[config.mk]
export PLATFORM = sky130hd
export DESIGN_NAME = joystick_calibrated_axis_mapper_flat
export DESIGN_NICKNAME = d
export VERILOG_FILES = /design/src/rtl/jcam_pkg.sv /design/src/rtl/jcam_if.sv /design/src/rtl/jcam_ctrl.sv /design/src/rtl/jcam_datapath.sv /design/src/rtl/joystick_calibrated_axis_mapper.sv /design/src/flat_wrapper.sv
export SDC_FILE = /design/constraint.sdc
export NUM_CORES = 1
export LEC_CHECK = 0
export ABC_CLOCK_PERIOD_IN_PS = 14300
export BUFFER_PORTS_ARGS = -buffer_cell sky130_fd_sc_hd__buf_4
export CELL_PAD_IN_SITES_DETAIL_PLACEMENT = 0
export CELL_PAD_IN_SITES_GLOBAL_PLACEMENT = 2
export CORE_MARGIN = 4
export CORE_UTILIZATION = 35
export CTS_BUF_LIST = sky130_fd_sc_hd__clkbuf_4 sky130_fd_sc_hd__clkbuf_8
export DETAILED_ROUTE_END_ITERATION = 16
export HOLD_SLACK_MARGIN = 0.15
export PLACE_DENSITY_LB_ADDON = 0.1
export SYNTH_ARGS = -nofsm -noshare
export SYNTH_HDL_FRONTEND = slang
export SYNTH_SLANG_ARGS = --single-unit
[constraint.sdc]
create_clock -name clk -period 14.3 [get_ports clk]
set_clock_uncertainty 0.05 [all_clocks]
set_input_delay 2.145 -clock clk [delete_from_list [all_inputs] [get_ports clk]]
set_output_delay 2.145 -clock clk [all_outputs]
set_load 0.02 [all_outputs]
[src/rtl/jcam_pkg.sv]
package jcam_pkg;

  // sizes of the sample and result fields
  localparam int ADC_BITS       = 12;
  localparam int FULL_SCALE_OUT = 1000;
  localparam int OUT_W          = 11;

  // arithmetic widths
  localparam int SW       = ADC_BITS + 1;             // signed sample difference
  localparam int EW       = ADC_BITS + 2;             // signed edge and span
  localparam int PROD_W   = 2 * SW;                   // multiplier product
  localparam int ACC_W    = PROD_W + 1;               // sum of two squares
  localparam int QUO_W    = $clog2(FULL_SCALE_OUT + 1);
  localparam int NUM_W    = ADC_BITS + QUO_W;         // scaled numerator
  localparam int DEN_W    = ADC_BITS + 1;             // divisor and remainder
  localparam int CNT_W    = $clog2(QUO_W);

  localparam logic [ADC_BITS-1:0] DEADZONE_RESET = ADC_BITS'(100);
  localparam logic [ADC_BITS-1:0] ADC_FULL       = {ADC_BITS{1'b1}};

  typedef logic [ADC_BITS-1:0]     sample_t;
  typedef logic signed [OUT_W-1:0] axis_t;
  typedef logic signed [OUT_W:0]   wide_t;

  // input operation codes
  typedef enum logic {
    OP_NORMAL = 1'b0,
    OP_REFINE = 1'b1
  } op_t;

  // controller states
  typedef enum logic [3:0] {
    S_IDLE,
    S_SQ_X,
    S_SQ_Y,
    S_SQ_R,
    S_CMP,
    S_SETUP,
    S_DINIT,
    S_DIV,
    S_STORE,
    S_FINISH
  } state_t;

  // multiplier operand selection
  typedef enum logic [1:0] {
    MUL_DX,
    MUL_DY,
    MUL_DZ,
    MUL_NUM
  } mul_sel_t;

  // segment of the axis transfer curve
  typedef enum logic [2:0] {
    SEG_ZERO,
    SEG_LOW,
    SEG_HIGH,
    SEG_MIN_END,
    SEG_MAX_END
  } seg_t;

  // controller to datapath
  typedef struct packed {
    logic     load;
    mul_sel_t mul_sel;
    logic     acc_load;
    logic     acc_add;
    logic     cmp;
    logic     axis;
    logic     setup;
    logic     dinit;
    logic     div_step;
    logic     store;
    logic     finish;
  } cmd_t;

  // datapath to controller
  typedef struct packed {
    logic div_last;
  } status_t;

  // clamp to the output range
  function automatic axis_t sat_out(input wide_t v);
    wide_t hi;
    wide_t lo;
    hi = wide_t'(FULL_SCALE_OUT);
    lo = -wide_t'(FULL_SCALE_OUT);
    if (v > hi) begin
      return axis_t'(hi);
    end else if (v < lo) begin
      return axis_t'(lo);
    end
    return axis_t'(v);
  endfunction

endpackage

[src/rtl/jcam_if.sv]
// sample channel
interface jcam_in_if import jcam_pkg::*; ();
  logic    valid;
  logic    ready;
  logic    operation;
  sample_t sample_x;
  sample_t sample_y;

  modport source (output valid, output operation, output sample_x, output sample_y,
                  input ready);
  modport sink (input valid, input operation, input sample_x, input sample_y,
                output ready);
endinterface

// result channel
interface jcam_out_if import jcam_pkg::*; ();
  logic  valid;
  logic  ready;
  axis_t axis_x;
  axis_t axis_y;

  modport source (output valid, output axis_x, output axis_y, input ready);
  modport sink (input valid, input axis_x, input axis_y, output ready);
endinterface

[src/rtl/jcam_ctrl.sv]
module jcam_ctrl import jcam_pkg::*; (
  input  logic    clk,
  input  logic    rst,
  input  logic    in_valid,
  input  logic    out_free,
  input  status_t status,
  output logic    in_ready,
  output cmd_t    cmd
);

  state_t state;
  state_t state_next;
  logic   axis;
  logic   axis_next;

  // state and axis registers
  always_ff @(posedge clk) begin
    if (rst) begin
      state <= S_IDLE;
      axis  <= 1'b0;
    end else begin
      state <= state_next;
      axis  <= axis_next;
    end
  end

  // sequencing
  always_comb begin
    state_next  = state;
    axis_next   = axis;
    in_ready    = 1'b0;
    cmd         = '0;
    cmd.mul_sel = MUL_DX;
    cmd.axis    = axis;
    unique case (state)
      S_IDLE: begin
        in_ready = 1'b1;
        if (in_valid) begin
          cmd.load   = 1'b1;
          state_next = S_SQ_X;
        end
      end
      S_SQ_X: begin
        cmd.mul_sel = MUL_DX;
        state_next  = S_SQ_Y;
      end
      S_SQ_Y: begin
        cmd.mul_sel  = MUL_DY;
        cmd.acc_load = 1'b1;
        state_next   = S_SQ_R;
      end
      S_SQ_R: begin
        cmd.mul_sel = MUL_DZ;
        cmd.acc_add = 1'b1;
        state_next  = S_CMP;
      end
      S_CMP: begin
        cmd.cmp    = 1'b1;
        axis_next  = 1'b0;
        state_next = S_SETUP;
      end
      S_SETUP: begin
        cmd.mul_sel = MUL_NUM;
        cmd.setup   = 1'b1;
        state_next  = S_DINIT;
      end
      S_DINIT: begin
        cmd.dinit  = 1'b1;
        state_next = S_DIV;
      end
      S_DIV: begin
        cmd.div_step = 1'b1;
        if (status.div_last) begin
          state_next = S_STORE;
        end
      end
      S_STORE: begin
        cmd.store = 1'b1;
        if (axis) begin
          state_next = S_FINISH;
        end else begin
          axis_next  = 1'b1;
          state_next = S_SETUP;
        end
      end
      S_FINISH: begin
        if (out_free) begin
          cmd.finish = 1'b1;
          state_next = S_IDLE;
        end
      end
      default: begin
        state_next = S_IDLE;
      end
    endcase
  end

endmodule

[src/rtl/jcam_datapath.sv]
module jcam_datapath import jcam_pkg::*; (
  input  logic    clk,
  input  logic    rst,
  input  logic    cfg_wr_en,
  input  sample_t cfg_wr_data,
  input  logic    in_operation,
  input  sample_t in_sample_x,
  input  sample_t in_sample_y,
  input  cmd_t    cmd,
  output status_t status,
  output axis_t   res_x,
  output axis_t   res_y
);

  sample_t dz_radius;
  sample_t amin [2];
  sample_t amax [2];
  sample_t centre [2];
  sample_t smp [2];
  sample_t in_smp [2];
  logic    refine;

  logic signed [PROD_W-1:0] prod;
  logic [ACC_W-1:0]         acc;
  logic                     outside;
  seg_t                     seg;
  logic [DEN_W-1:0]         den;
  logic [DEN_W-1:0]         rem;
  logic [QUO_W-1:0]         quo;
  logic [CNT_W-1:0]         cnt;
  axis_t                    res [2];

  logic signed [SW-1:0] dx, dy, ma, mb, dz_s;
  logic signed [EW-1:0] v, lo, hi, c, dz_e, edge_lo, edge_hi;
  logic signed [EW-1:0] span_lo, span_hi, diff;
  logic                 below, above;
  logic [DEN_W:0]       trial;
  logic                 ge;
  wide_t                low_val;
  axis_t                res_val;
  logic [ADC_BITS:0]    csum [2];

  assign in_smp[0] = in_sample_x;
  assign in_smp[1] = in_sample_y;

  // deltas from centre for the deadzone test
  assign dx   = signed'({1'b0, smp[0]}) - signed'({1'b0, centre[0]});
  assign dy   = signed'({1'b0, smp[1]}) - signed'({1'b0, centre[1]});
  assign dz_s = signed'({1'b0, dz_radius});

  // per axis edges and spans
  assign v       = signed'({2'b00, smp[cmd.axis]});
  assign lo      = signed'({2'b00, amin[cmd.axis]});
  assign hi      = signed'({2'b00, amax[cmd.axis]});
  assign c       = signed'({2'b00, centre[cmd.axis]});
  assign dz_e    = signed'({2'b00, dz_radius});
  assign edge_lo = c - dz_e;
  assign edge_hi = c + dz_e;
  assign below   = v < edge_lo;
  assign above   = v > edge_hi;
  assign span_lo = edge_lo - lo;
  assign span_hi = hi - edge_hi;
  assign diff    = below ? (v - lo) : (v - edge_hi);

  // shared multiplier operands
  always_comb begin
    unique case (cmd.mul_sel)
      MUL_DX: begin
        ma = dx;
        mb = dx;
      end
      MUL_DY: begin
        ma = dy;
        mb = dy;
      end
      MUL_DZ: begin
        ma = dz_s;
        mb = dz_s;
      end
      MUL_NUM: begin
        ma = diff[SW-1:0];
        mb = SW'(FULL_SCALE_OUT);
      end
      default: begin
        ma = dx;
        mb = dx;
      end
    endcase
  end

  // restoring divide step, one quotient bit
  assign trial = {rem, quo[QUO_W-1]};
  assign ge    = trial >= {1'b0, den};

  // segment result
  assign low_val = wide_t'(signed'({1'b0, quo})) - wide_t'(FULL_SCALE_OUT);
  always_comb begin
    unique case (seg)
      SEG_ZERO:    res_val = '0;
      SEG_LOW:     res_val = sat_out(low_val);
      SEG_HIGH:    res_val = sat_out(wide_t'(signed'({1'b0, quo})));
      SEG_MIN_END: res_val = -axis_t'(FULL_SCALE_OUT);
      SEG_MAX_END: res_val = axis_t'(FULL_SCALE_OUT);
      default:     res_val = '0;
    endcase
  end

  assign csum[0] = {1'b0, centre[0]} + {1'b0, smp[0]};
  assign csum[1] = {1'b0, centre[1]} + {1'b0, smp[1]};

  // calibration state and deadzone register
  always_ff @(posedge clk) begin
    if (rst) begin
      dz_radius <= DEADZONE_RESET;
      for (int i = 0; i < 2; i++) begin
        amin[i]   <= ADC_FULL;
        amax[i]   <= '0;
        centre[i] <= '0;
      end
    end else begin
      if (cfg_wr_en) begin
        dz_radius <= cfg_wr_data;
      end
      // widen the range on every item
      if (cmd.load) begin
        for (int i = 0; i < 2; i++) begin
          if (in_smp[i] < amin[i]) begin
            amin[i] <= in_smp[i];
          end
          if (in_smp[i] > amax[i]) begin
            amax[i] <= in_smp[i];
          end
        end
      end
      // centre refinement after the result is out
      if (cmd.finish && refine) begin
        for (int i = 0; i < 2; i++) begin
          if (centre[i] == '0) begin
            centre[i] <= smp[i];
          end else begin
            centre[i] <= csum[i][ADC_BITS:1];
          end
        end
      end
    end
  end

  // item payload and arithmetic registers
  always_ff @(posedge clk) begin
    if (cmd.load) begin
      smp[0] <= in_sample_x;
      smp[1] <= in_sample_y;
      refine <= (op_t'(in_operation) == OP_REFINE);
    end
    prod <= ma * mb;
    if (cmd.acc_load) begin
      acc <= ACC_W'(unsigned'(prod));
    end else if (cmd.acc_add) begin
      acc <= acc + ACC_W'(unsigned'(prod));
    end
    if (cmd.cmp) begin
      outside <= acc >= ACC_W'(unsigned'(prod));
    end
    // choose the segment and latch its span
    if (cmd.setup) begin
      den <= '0;
      if (!outside) begin
        seg <= SEG_ZERO;
      end else if (below) begin
        seg <= (span_lo <= 0) ? SEG_MIN_END : SEG_LOW;
        den <= span_lo[DEN_W-1:0];
      end else if (above) begin
        seg <= (span_hi <= 0) ? SEG_MAX_END : SEG_HIGH;
        den <= span_hi[DEN_W-1:0];
      end else begin
        seg <= SEG_ZERO;
      end
    end
    // quotient fits QUO_W bits, so the top part starts below the divisor
    if (cmd.dinit) begin
      rem <= DEN_W'(prod[NUM_W-1:QUO_W]);
      quo <= prod[QUO_W-1:0];
    end else if (cmd.div_step) begin
      rem <= ge ? DEN_W'(trial - {1'b0, den}) : DEN_W'(trial);
      quo <= {quo[QUO_W-2:0], ge};
    end
    if (cmd.store) begin
      res[cmd.axis] <= res_val;
    end
  end

  // divide iteration counter
  always_ff @(posedge clk) begin
    if (rst) begin
      cnt <= '0;
    end else if (cmd.dinit) begin
      cnt <= CNT_W'(QUO_W - 1);
    end else if (cmd.div_step && cnt != '0) begin
      cnt <= cnt - 1'b1;
    end
  end

  assign status.div_last = (cnt == '0);
  assign res_x = res[0];
  assign res_y = res[1];

endmodule

[src/rtl/joystick_calibrated_axis_mapper.sv]
// one item at a time: a new item is taken only after the last one's result
//   is loaded into the output register; a shared 13x13 multiplier and a 10-step
//   restoring divider run per axis in turn
// a finished result waits in the output register while the next item is taken
// reset: synchronous, active high; deadzone radius 100, minimum 4095, maximum
//   and centre zero, no result pending
module joystick_calibrated_axis_mapper import jcam_pkg::*; (
  input  logic            clk,
  input  logic            rst,
  input  logic            cfg_wr_en,
  input  sample_t         cfg_wr_data,
  jcam_in_if.sink         samples,
  jcam_out_if.source      results
);

  cmd_t    cmd;
  status_t status;
  logic    out_free;
  axis_t   res_x;
  axis_t   res_y;

  assign out_free = !results.valid || results.ready;

  jcam_ctrl u_ctrl (
    .clk      (clk),
    .rst      (rst),
    .in_valid (samples.valid),
    .out_free (out_free),
    .status   (status),
    .in_ready (samples.ready),
    .cmd      (cmd)
  );

  jcam_datapath u_datapath (
    .clk          (clk),
    .rst          (rst),
    .cfg_wr_en    (cfg_wr_en),
    .cfg_wr_data  (cfg_wr_data),
    .in_operation (samples.operation),
    .in_sample_x  (samples.sample_x),
    .in_sample_y  (samples.sample_y),
    .cmd          (cmd),
    .status       (status),
    .res_x        (res_x),
    .res_y        (res_y)
  );

  // output register valid
  always_ff @(posedge clk) begin
    if (rst) begin
      results.valid <= 1'b0;
    end else if (cmd.finish) begin
      results.valid <= 1'b1;
    end else if (results.ready) begin
      results.valid <= 1'b0;
    end
  end

  // output register payload
  always_ff @(posedge clk) begin
    if (cmd.finish) begin
      results.axis_x <= res_x;
      results.axis_y <= res_y;
    end
  end

  // a result is only loaded into a free output register
  a_finish_free: assert property (@(posedge clk) disable iff (rst)
    cmd.finish |-> (!results.valid || results.ready))
    else $error("result loaded over a pending item");

  // a new result appears only from a finished item
  a_rise_from_finish: assert property (@(posedge clk) disable iff (rst)
    $rose(results.valid) |-> $past(cmd.finish))
    else $error("result valid without a finished item");

  // one item at a time in the datapath
  a_one_in_flight: assert property (@(posedge clk) disable iff (rst)
    (samples.valid && samples.ready) |=> !samples.ready)
    else $error("second item accepted while busy");

  // results stay within full scale
  a_range: assert property (@(posedge clk) disable iff (rst)
    results.valid |-> (results.axis_x >= -FULL_SCALE_OUT && results.axis_x <= FULL_SCALE_OUT
                    && results.axis_y >= -FULL_SCALE_OUT && results.axis_y <= FULL_SCALE_OUT))
    else $error("axis value out of range");

endmodule

[src/flat_wrapper.sv]
// flat-port wrapper written by rule: the top's interface ports become plain ports
module joystick_calibrated_axis_mapper_flat import jcam_pkg::*;
  (clk, rst, cfg_wr_en, cfg_wr_data, samples_valid, samples_operation, samples_sample_x, samples_sample_y, samples_ready, results_valid, results_axis_x, results_axis_y, results_ready);
  jcam_in_if samples_i ();
  jcam_out_if results_i ();
  input  logic clk;
  input  logic rst;
  input  logic cfg_wr_en;
  input  sample_t cfg_wr_data;
  input wire logic [$bits(samples_i.valid)-1:0] samples_valid;
  input wire logic [$bits(samples_i.operation)-1:0] samples_operation;
  input wire logic [$bits(samples_i.sample_x)-1:0] samples_sample_x;
  input wire logic [$bits(samples_i.sample_y)-1:0] samples_sample_y;
  output wire logic [$bits(samples_i.ready)-1:0] samples_ready;
  output wire logic [$bits(results_i.valid)-1:0] results_valid;
  output wire logic [$bits(results_i.axis_x)-1:0] results_axis_x;
  output wire logic [$bits(results_i.axis_y)-1:0] results_axis_y;
  input wire logic [$bits(results_i.ready)-1:0] results_ready;
  assign samples_i.valid = samples_valid;
  assign samples_i.operation = samples_operation;
  assign samples_i.sample_x = samples_sample_x;
  assign samples_i.sample_y = samples_sample_y;
  assign samples_ready = samples_i.ready;
  assign results_valid = results_i.valid;
  assign results_axis_x = results_i.axis_x;
  assign results_axis_y = results_i.axis_y;
  assign results_i.ready = results_ready;
  joystick_calibrated_axis_mapper u_core (.clk(clk), .rst(rst), .cfg_wr_en(cfg_wr_en), .cfg_wr_data(cfg_wr_data), .samples(samples_i), .results(results_i));
endmodule
==> reports/metrics.yaml <==
status: "finished clean"
drive_gt1_frac: 0.0936
cts_tree: "yes"
die_w_um: 281
critPathKind: "flop to flop"
dp_worst_setup_slack_ps: 2950
fin_ws_ps: 2970
cp.arrival_ps: 11810
final.min_clock_period_ps: 11330
ios: 66
crit_fanout: 65
clock_latency_ps: 670
min_path_type: "flop to flop"
ant_nets: 0
synthTopCellsByCount: "384 x inv_1, 312 x ha_1, 233 x nor2_1"
finalMaxSlewViolations: 0
critPathBufInv: 6
antenna_found_initial: 2
multi_input_area_um2: 17100
overflow: 0
crit_top_cell: "ha_1"
drtIter0Drc: 1009
hold_viol: 0
worstSetupStartpointType: "flop"
synth-edff-count: 206
nFillCells: 7491
routabilityCongestion: 0.883
syn_area_per_cell_um2: 9.31
syn_area_um2: 26000
syn_inst: 2796
yosys-top-cells-area: "edfxtp_1 24%, ha_1 15%, fa_1 13%"
postCtsHoldBufs: 0
critPathCaptureType: "flop"
coreArea_um2: 73300
grt_max_degree: 66
die_h_um: 281
synth_cell_types: 81
relSlewSlack: 0.190
synth-async-reset-ratio: 0
utilization: 0.392
wire_per_inst_um: 20.9
syn_to_final_growth_pct: 10.5
ys_warn_count: 0
rsz0062_at_grt: "no"
final_net_count: 3392
first_global_vias: 20499
ys_seq_elements: 257
dominantRegCellSynth: "edfxtp_1"
setup_violations: 0
die_area_um2: 78800
fin_crit_sh: 0.792
yosysMostFrequentCell: "inv_1"
drc: 0
wirelength_um: 80700
cts.htree.levels: 2
synth_nets: 3325
fmax_mhz: 88.3
via_count: 19920
post_cts_resized: 0
rows: 99
portBuffers: 65
clockBufferDepth: 3
clkTransAtPathRegs_ps: 60
via_per_inst: 5.15
tightest_slew_ps: 1210
slowest_delay_ps: 730
maxCapViolations: 0
initial_core_util: 0.355
firstDrtPassIters: 5
regArea_um2: 7210
grt_pass1_wl_um: 124000
synth_top_area_frac: 0.238
cts_made_buffers: 53
yosysSeqAreaShare: 0.277
root_buffer: "clkbuf_8"
tns_ps: 0
postCtsSetupBuffers: 0
dp_hpwl_um: 65900
grt_usage: 0.205
critPathRequiredTime_ps: 14780
slowest_stage: "o41ai_1"
critPathTopFamily: "compound AO/OA/AOI/OAI gates"
clock_sinks: 257
synth_area_leader_cell: "edfxtp_1"
==> stage by stage <==
| stage | cells | instance area, um2 | hold slack [ps] |
|---|---|---|---|
| global route | 3867 | 28800 | 378 |
| finish | 3867 | 28800 | 369 |
| CTS | 3866 | 28800 | 373 |
| floorplan | 2796 | 26000 | 350 |
| detailed placement | 3767 | 27600 | 355 |
| global placement | 3767 | 27600 | 355 |
==> layout make-up <==
type	instances	area share
diodes	1	0.0000870
clock buffers	80	0.0333
clock inverters	19	0.00639
inverters	388	0.0506
multi-input cells	2069	0.593
flip-flops and latches	257	0.251
well taps	959	0.0417
repair buffers	94	0.0245
==> worst register-to-register path, delay by kind of cell, from the launching register on <==
kind | cells | cell delay [ps]
AO/OA/AOI/OAI | 18 | 4860
XOR/XNOR | 1 | 140
adder cells (fa/ha/maj) | 10 | 3780
buffers and inverters | 6 | 1090
flip-flops | 1 | 380
multiplexers | 1 | 220
AND/OR/NAND/NOR | 4 | 720
==> registers in the layout, indices dropped and copies added, names as in the netlist, 13 cells and up, named ones only <==
signal                    cells
u_core.u_datapath.acc        27
u_core.u_datapath.amax       24
u_core.u_datapath.amin       24
u_core.u_datapath.centre     24
u_core.u_datapath.den        13
u_core.u_datapath.prod       26
u_core.u_datapath.rem        13
u_core.u_datapath.res        22
u_core.u_datapath.smp        24
==> metal layers <==
metal / vias to the layer above / track usage / wire length (um)
met3: 151 / 0.0293 / 2840
met2: 348 / 0.347 / 37900
met5: - / 0 / 10
met4: 2 / 0.0819 / 3680
met1: 9623 / 0.266 / 36200
li1: 9796 / - / -
==> cells in the final DEF (no fill, tap or decap), types with 33 or more instances in the layout <==
cell,instances
inv_1,384
ha_1,312
nor2_1,232
edfxtp_1,206
fa_1,175
nand2_1,172
a21oi_1,166
o21ai_0,131
xnor2_1,111
buf_4,94
nor2b_1,73
clkbuf_8,57
a21o_1,53
dfxtp_1,50
nor3_1,49
or2_2,41
o21bai_1,40
mux2i_1,39
xor2_1,39
nand2b_1,36
a211oi_1,34
o21a_1,33
==> cells by family after synthesis <==
| logic type | count (synthesis) | synth area share |
|---|---|---|
| other | 1 | 0.000144 |
| flip-flops | 257 | 0.277 |
| multiplexers | 52 | 0.0207 |
| adder cells (fa/ha/maj) | 487 | 0.285 |
| XOR/XNOR | 150 | 0.0505 |
| AND/OR/NAND/NOR | 748 | 0.139 |
| AO/OA/AOI/OAI | 631 | 0.159 |
| buffers and inverters | 470 | 0.0691 |
==> worst paths after layout <==
path                                             startpoint                         end  slack, ps  cells after the start
worst max-delay path                                   flop  u_core.u_datapath.prod[25]       2970                     40
worst min-delay path            u_core.u_datapath.res[1][4]           results_axis_y[4]        370                      0
worst max register to register                         flop  u_core.u_datapath.prod[25]       2970                     40
worst min register to register  u_core.u_datapath.res[1][4]           results_axis_y[4]        370                      0
Power is left out: the tool's default activity adds up to more than one toggle a clock period on the data nets, which glitch-free logic cannot reach.
